[src/rtl/core/rps_pkg.sv]
package rps_pkg;

    // Default sizes of the partitioner.
    localparam int RPS_MAX_RADIX_BITS  = 10;
    localparam int RPS_COUNT_WIDTH     = 24;
    localparam int RPS_TUPLES_PER_LINE = 8;

    // Fixed field widths of the command, result and configuration ports.
    localparam int RPS_CMD_W   = 3;
    localparam int RPS_KEY_W   = 32;
    localparam int RPS_PAY_W   = 32;
    localparam int RPS_PIDX_W  = 10;
    localparam int RPS_STAT_W  = 2;
    localparam int RPS_CFGI_W  = 2;
    localparam int RPS_CFGD_W  = 32;

    // Configuration register indexes.
    localparam logic [RPS_CFGI_W-1:0] CFG_RADIX_BITS = 2'd0;
    localparam logic [RPS_CFGI_W-1:0] CFG_SHIFT_BITS = 2'd1;
    localparam logic [RPS_CFGI_W-1:0] CFG_ALIGN_MODE = 2'd2;

    // Configuration reset values.
    localparam logic [3:0] RADIX_BITS_RST = 4'd4;
    localparam logic [4:0] SHIFT_BITS_RST = 5'd0;
    localparam logic       ALIGN_MODE_RST = 1'b0;

    // Command codes.
    typedef enum logic [RPS_CMD_W-1:0] {
        CMD_COUNT    = 3'd0,
        CMD_FINALIZE = 3'd1,
        CMD_SCATTER  = 3'd2,
        CMD_READ     = 3'd3,
        CMD_CLEAR    = 3'd4
    } t_cmd;

    // Result status codes.
    localparam logic [RPS_STAT_W-1:0] ST_OK    = 2'd0;
    localparam logic [RPS_STAT_W-1:0] ST_OVF   = 2'd1;
    localparam logic [RPS_STAT_W-1:0] ST_RANGE = 2'd2;

endpackage

[src/rtl/core/rps_line_pad.sv]
module rps_line_pad
    import rps_pkg::*;
#(
    parameter int COUNT_WIDTH     = RPS_COUNT_WIDTH,
    parameter int TUPLES_PER_LINE = RPS_TUPLES_PER_LINE,
    parameter int TAG_WIDTH       = RPS_MAX_RADIX_BITS + 1
) (
    input  logic                   i_clk,
    input  logic                   i_rst_n,
    input  logic                   i_align,
    input  logic                   i_valid,
    input  logic [COUNT_WIDTH-1:0] i_h,
    input  logic [TAG_WIDTH-1:0]   i_tag,
    output logic                   o_valid,
    output logic [COUNT_WIDTH:0]   o_h,
    output logic [TAG_WIDTH-1:0]   o_tag
);

    // Line size fits in LW bits, a remainder below twice the line in RW bits.
    localparam int LW = 7;
    localparam int RW = LW + 1;
    localparam int SH = COUNT_WIDTH + LW;
    localparam int PW = COUNT_WIDTH + SH + 1;
    localparam int QW = COUNT_WIDTH + LW;
    localparam logic [SH:0] ONE_SH = (SH + 1)'(1) << SH;
    localparam logic [SH:0] RECIP  = ONE_SH / (SH + 1)'(TUPLES_PER_LINE);
    localparam logic [RW-1:0] LINE_R = RW'(TUPLES_PER_LINE);
    localparam logic [QW-1:0] LINE_Q = QW'(TUPLES_PER_LINE);

    logic                   r_v1, r_v2, r_v3;
    logic [TAG_WIDTH-1:0]   r_t1, r_t2, r_t3;
    logic [COUNT_WIDTH-1:0] r_h1, r_h2;
    logic [PW-1:0]          r_prod1;
    logic [QW-1:0]          r_qt2;
    logic [COUNT_WIDTH:0]   r_ah3;

    logic [COUNT_WIDTH-1:0] q_est;
    logic [QW-1:0]          diff;
    logic [RW-1:0]          rem_raw;
    logic [RW-1:0]          rem_fix;
    logic [RW-1:0]          pad;
    logic [COUNT_WIDTH:0]   n_ah3;

    // The reciprocal estimate of the quotient is low by at most one.
    assign q_est   = r_prod1[SH +: COUNT_WIDTH];
    assign diff    = {{LW{1'b0}}, r_h2} - r_qt2;
    assign rem_raw = diff[RW-1:0];

    // Correct the remainder once, then pad up to the next line boundary in align mode.
    always_comb begin
        rem_fix = (rem_raw >= LINE_R) ? (rem_raw - LINE_R) : rem_raw;
        pad     = (rem_fix == '0) ? '0 : (LINE_R - rem_fix);
        if (i_align) begin
            n_ah3 = {1'b0, r_h2} + (COUNT_WIDTH + 1)'(pad);
        end else begin
            n_ah3 = {1'b0, r_h2};
        end
    end

    // Valid bits of the three stages.
    always_ff @(posedge i_clk) begin
        if (!i_rst_n) begin
            r_v1 <= 1'b0;
            r_v2 <= 1'b0;
            r_v3 <= 1'b0;
        end else begin
            r_v1 <= i_valid;
            r_v2 <= r_v1;
            r_v3 <= r_v2;
        end
    end

    // Data path: reciprocal product, quotient times line, padded size.
    always_ff @(posedge i_clk) begin
        r_t1    <= i_tag;
        r_h1    <= i_h;
        r_prod1 <= {{(SH + 1){1'b0}}, i_h} * {{COUNT_WIDTH{1'b0}}, RECIP};
        r_t2    <= r_t1;
        r_h2    <= r_h1;
        r_qt2   <= {{LW{1'b0}}, q_est} * LINE_Q;
        r_t3    <= r_t2;
        r_ah3   <= n_ah3;
    end

    assign o_valid = r_v3;
    assign o_h     = r_ah3;
    assign o_tag   = r_t3;

endmodule

[config.mk]
export PLATFORM = sky130hd
export DESIGN_NAME = rps_line_pad
export DESIGN_NICKNAME = d
export VERILOG_FILES = /design/src/rtl/core/rps_pkg.sv /design/src/rtl/core/rps_line_pad.sv
export SDC_FILE = /design/constraint.sdc
export NUM_CORES = 1
export LEC_CHECK = 0
export BUFFER_PORTS_ARGS = -buffer_cell sky130_fd_sc_hd__buf_2
export CORE_MARGIN = 2
export CORE_UTILIZATION = 45
export DETAILED_ROUTE_END_ITERATION = 10
export PLACE_DENSITY = 0.73
export SLEW_MARGIN = 5
export SYNTH_ARGS = -nofsm -noshare
export SYNTH_HDL_FRONTEND = slang
export SYNTH_SLANG_ARGS = --single-unit
[constraint.sdc]
create_clock -name i_clk -period 1.9 [get_ports i_clk]
set_clock_uncertainty 0.05 [all_clocks]
set_input_delay 0 -clock i_clk [delete_from_list [all_inputs] [get_ports i_clk]]
set_output_delay 0 -clock i_clk [all_outputs]
set_load 0.005 [all_outputs]
Word-level counts from Yosys, hierarchy flattened
Index checks and enable logic that the tools add are counted.
- add/subtract/negate cells: 4
- $lt $le $gt $ge: 1
- mux-type cells: 3
- reductions and logical operators: 1
- operator list (kind ; number):
    $add 24x8->25 ; 1
    $mux 24 ; 1
    $mux 8 ; 2
    $ge 8x4->1 const B ; 1
    $logic_not 8->1 ; 1
    $sub 4x8->8 const A ; 1
    $sub 8x4->8 const B ; 1
    $sub 8x8->8 ; 1
- bits in registers: 114
- word-level logic and storage cells: 20

Depth between registers and ports, before layout
- depth in word-level cells: 7
- gate-level depth with buffers: 11
- mapped depth without buffers: 10

Worst setup path after synthesis
Ideal clock, no wire load.
- kind: reg-to-reg
- start point: reg r_h2[1]
- end point: reg r_ah3[10] (netlist: o_h[10])
- arrival time: 1.862 ns
- required time: 1.778 ns
- setup slack: -0.085 ns
- cell stages (with the launch flop): 12
- period minus slack after synthesis: 1.985 ns
- cells stage by stage: dfxtp_1 inv_1 ha_1 nand2b_2 and2_1 o21bai_1 ha_1 a31oi_2 o21ai_2 buf_6 nand4_1 xnor2_1
- cells in the longest elaborated chain, start to end: 7
- elaborated cells on any way between the ends: 9
- ends and longest elaborated chain (item ; RTL line ; text):
    start, declared ; rps_line_pad.sv:32 ; logic [COUNT_WIDTH-1:0] r_h1, r_h2;
    start signal, assigned ; rps_line_pad.sv:79 ; r_h2 <= r_h1;
    $sub 8x8->8 ; rps_line_pad.sv:46 ; assign diff = {{LW{1'b0}}, r_h2} - r_qt2;
    $sub 8x4->8 or $ge 8x4->1 (tied branches) ; rps_line_pad.sv:51 ; rem_fix = (rem_raw >= LINE_R) ? (rem_raw - LINE_R) : rem_raw;
    $mux 8 ; rps_line_pad.sv:51 ;
    $sub 4x8->8 or $logic_not 8->1 (tied branches) ; rps_line_pad.sv:52 ; pad = (rem_fix == '0) ? '0 : (LINE_R - rem_fix);
    $mux 8 ; rps_line_pad.sv:52 ;
    $add 24x8->25 (*) ; rps_line_pad.sv:54 ; n_ah3 = {1'b0, r_h2} + (COUNT_WIDTH + 1)'(pad);
    $mux 24 (*) ; rps_line_pad.sv:53 ; if (i_align) begin
    net n_ah3[10] ; rps_line_pad.sv:42 ; logic [COUNT_WIDTH:0] n_ah3;
    end signal, assigned ; rps_line_pad.sv:82 ; r_ah3 <= n_ah3;
    end, declared ; rps_line_pad.sv:35 ; logic [COUNT_WIDTH:0] r_ah3;
The timed path passes the listed nets; every way through them passes the cells marked *.
A chain may end at the register's enable or synchronous reset.

Final worst setup path
- start point: reg r_h2[0]
- end point: reg r_ah3[10] (netlist: o_h[10])
Same word-level chain as after synthesis.

==> summary.txt <==
Final layout
  – # nets final: between 300 and 400
  – Fin util: 0.6572
  – Fillers: 469
  – Antenna fix cells: 0
  – Layout cells sized above 1: 0.3699
  – Area of the multi-input gates: 760.7 um^2
  – P&R area growth vs syn: 43.41%
  – FF+latch area: 2185 um^2

Setup path
  – Worst Setup Path Type: reg2reg
  – Reg2Reg Setup Slack: -0.02 ns
  – CP Cell Sequence: buf_4 -> nor4_4 -> ha_1 -> buf_6 -> a31oi_4 -> o21ai_4 -> nand4_1 -> xnor2_1
  – Crit. End Element: flip-flop
  – CP startpoint kind: flip-flop
  – Slowest CP cell: dfxtp_2
  – CP Buf/Inv Count: 2
  – Slowest cell delay on critical path: 0.34 ns
  – Crit path DAT: 2.15 ns
  – Crit path max-delay family: simple AND/OR/NAND/NOR gates
  – CP max FO: 6
  – Req. time, crit path: 2.13 ns

Hold path
  – Hold Crit Class: in2reg

GRT
  – First-pass GRT wire length: slightly below 8000 um
  – Vias in the first global route: 1850
  – Total gr overflow: 0
  – Largest net degree at the start of global routing: 21
  – GRT Util Overall: 0.1458
  – Initial antenna violation count: 0

Run status
  – Failing checks: setup timing
  – Outcome: finished with violations

Clock tree
  – CTS Buffer Depth: 2
  – CTS Buf Count: 9
  – Clock sinks: 109
  – Clock transition at path regs: 0.10 ns
  – H-tree depth: 3
  – Worst skew pair latency: 0.35 ns
  – CTS tree: built
  – CTS root buffer: clkbuf_8

Yosys
  – Unique masters post-synth: 30
  – Post-synthesis sequential area ratio: 0.7586
  – Synth warn: 0
  – Post-Syn Area per Cell: 14.10 um^2
  – Synthesized Nets: 247
  – Cell Area, Synth: 2877 um^2
  – Post-synth EDFFs: 0
  – Top_reg_cell synth: dfxtp_1
  – Post-synth ARST share: 0
  – Syn Inst Count: slightly above 200
  – Synthesized flop and latch total: around 110

Timing
  – RSZ-0062 raised after global routing: true
  – PnR worst setup slack: -0.01582 ns
  – Max Fclk: 0.5220 GHz
  – Fin Setup TNS: -0.01582 ns
  – Tightest Pin Transition: 0.3496 ns
  – Max-slew headroom: 0.7669
  – Period utilization: 1.008
  – Hold Vio Cnt, Final: 0
  – # setup viols final: 1
  – Final slew viol count: 0
  – Final Critical Period: 1.916 ns

Detailed routing
  – DRT Wirelength: 4896 um
  – Wirelength per Cell: 11.57 um
  – Via density: 4.364
  – Detailed Routing Iterations Pass 1: 4
  – Number of nets with antenna violations after routing: 0
  – Detailed Route Iter0 Violations: 52
  – DRC viols: 0
  – Vias: 1846

Placement
  – Port bufs: 75
  – DP HPWL: 3071 um
  – DP Worst Slack: -0.2703 ns
  – Gp weighted congestion: 0.7940

Floorplan
  – Core box area: 6277 um^2
  – Die Wd: roughly 84 um
  – Die H: 83.95 um
  – Initial Util: 0.4582
  – Rows: 29
  – Die ar.: between 7000 and 8000 um^2
  – Io pins: 76

Power and ir drop
  – Leak: 1.812 nW
  – Pwr dens: 982.7 nW/um^2
  – Worst IR Drop VDD: 0.0007866 V

Flow run
  – Max Cap Violations: 0
==> report_power, final <==
part	leakage [nW]	internal, mW	switching [mW]
Clock	0.0949	0.506	0.761
Sequential	0.919	2.41	0.0483
Combinational	0.799	0.198	0.128
==> path summary, 6_finish.rpt <==
| path | from | endpoint | depth (start not counted) |
|---|---|---|---|
| min reg2reg | r_prod1[50]$_DFF_P_ | r_h2[22]$_DFF_P_ | 0 |
| min | i_tag[3] | r_t1[3]$_DFF_P_ | 2 |
| max | r_h2[0]$_DFF_P_ | o_h[10]$_DFF_P_ | 8 |
| max reg2reg | r_h2[0]$_DFF_P_ | o_h[10]$_DFF_P_ | 8 |
==> worst reg2reg max path, cell delays in order (launching register included) <==
cell	delay, ns
dfxtp_2	0.34
buf_4	0.15
nor4_4	0.27
ha_1	0.31
buf_6	0.14
a31oi_4	0.21
o21ai_4	0.15
nand4_1	0.13
xnor2_1	0.11
==> cells by family (layout without fill, tap and decap cells) <==
| kind of cell | count (synthesis) | count (layout) | share of synthesized area |
|---|---|---|---|
| AO/OA/AOI/OAI | 11 | 12 | 0.02784 |
| buffers and inverters | 6 | 147 | 0.01566 |
| adder cells (fa/ha/maj) | 4 | 4 | 0.01740 |
| XOR/XNOR | 22 | 22 | 0.06959 |
| flip-flops | 109 | 109 | 0.7586 |
| AND/OR/NAND/NOR | 52 | 52 | 0.1109 |
==> cells in the final DEF (no fill, tap or decap), types with 2 or more instances in the layout <==
cell type,n
nand2b_1,2
nand4_1,4
o21ai_4,2
xor2_1,5
inv_6,2
xnor2_1,16
nand3_1,6
dfxtp_1,107
buf_2,75
a31oi_4,2
clkbuf_8,9
ha_1,2
nand3_2,4
buf_6,3
dfxtp_2,2
nand2_1,12
and2_1,3
buf_4,11
ha_4,2
dlygate4sd3_1,39
inv_2,2
a21oi_1,3
and4_1,2
and3_1,2
nor2_1,10
==> Yosys cell counts, types with 2 or more instances <==
library cell    n  share of area
xnor2_1        16          0.049
inv_1           3         0.0039
dfxtp_1       109           0.76
o21bai_1        2         0.0052
nand4_1         4         0.0087
nand2b_1        2         0.0043
nor2_1         10          0.013
and3_1          2         0.0043
a21oi_1         3         0.0052
nand3_1         7          0.012
xor2_1          5          0.015
buf_6           3          0.012
ha_1            4          0.017
and2_1          4         0.0087
and4_1          2         0.0061
nand2_1        12          0.016
nand3_2         3          0.010
==> repair_timing <==
action | CTS | global route
hold buffers | 39 | 0
gates resized for setup | 10 | 8
buffers inserted | 0 | 2
gates cloned | 1 | 0
endpoints found under the setup margin | 15 | 19
pin swaps | 5 | 12
hold endpoints to repair | 43 | 0
==> per-layer routing <==
layer	vias up	global-route usage	part of all wire
met4	0	0.05279	0.011
met1	851	0.1487	0.39
li1	941	-	-
met5	-	0	0
met3	4	0.06034	0.054
met2	50	0.2655	0.55
==> flip-flops by register name, summed over array words and instances, names as in the netlist <==
register	count
o_tag	11
r_v1	1
r_t2	11
r_prod1	24
o_valid	1
o_h	25
r_t1	11
r_h2	24
r_v2	1
==> area by class of cell <==
cell class	instances	share of cell area
Multi-Input combinational cell	90	0.1844
Timing Repair Buffer	128	0.2138
Sequential cell	109	0.5296
Tap cell	77	0.02335
Clock inverter	7	0.01608
Inverter	3	0.002730
Clock buffer	9	0.03003
==> through the flow <==
stage | cells | cell area (um^2) | power, mW | hold WS [ns]
after floorplan | 204 | 2889 | 2.611 | -0.02228
after global placement | 365 | 3417 | 2.728 | 0.05262
after detailed placement | 365 | 3417 | 2.737 | 0.05357
after CTS | 421 | 4065 | 4.093 | 0.1906
after global routing | 423 | 4125 | 4.249 | 0.1970
final | 423 | 4125 | 4.054 | 0.2198
Power figures use the tool's default switching activity.
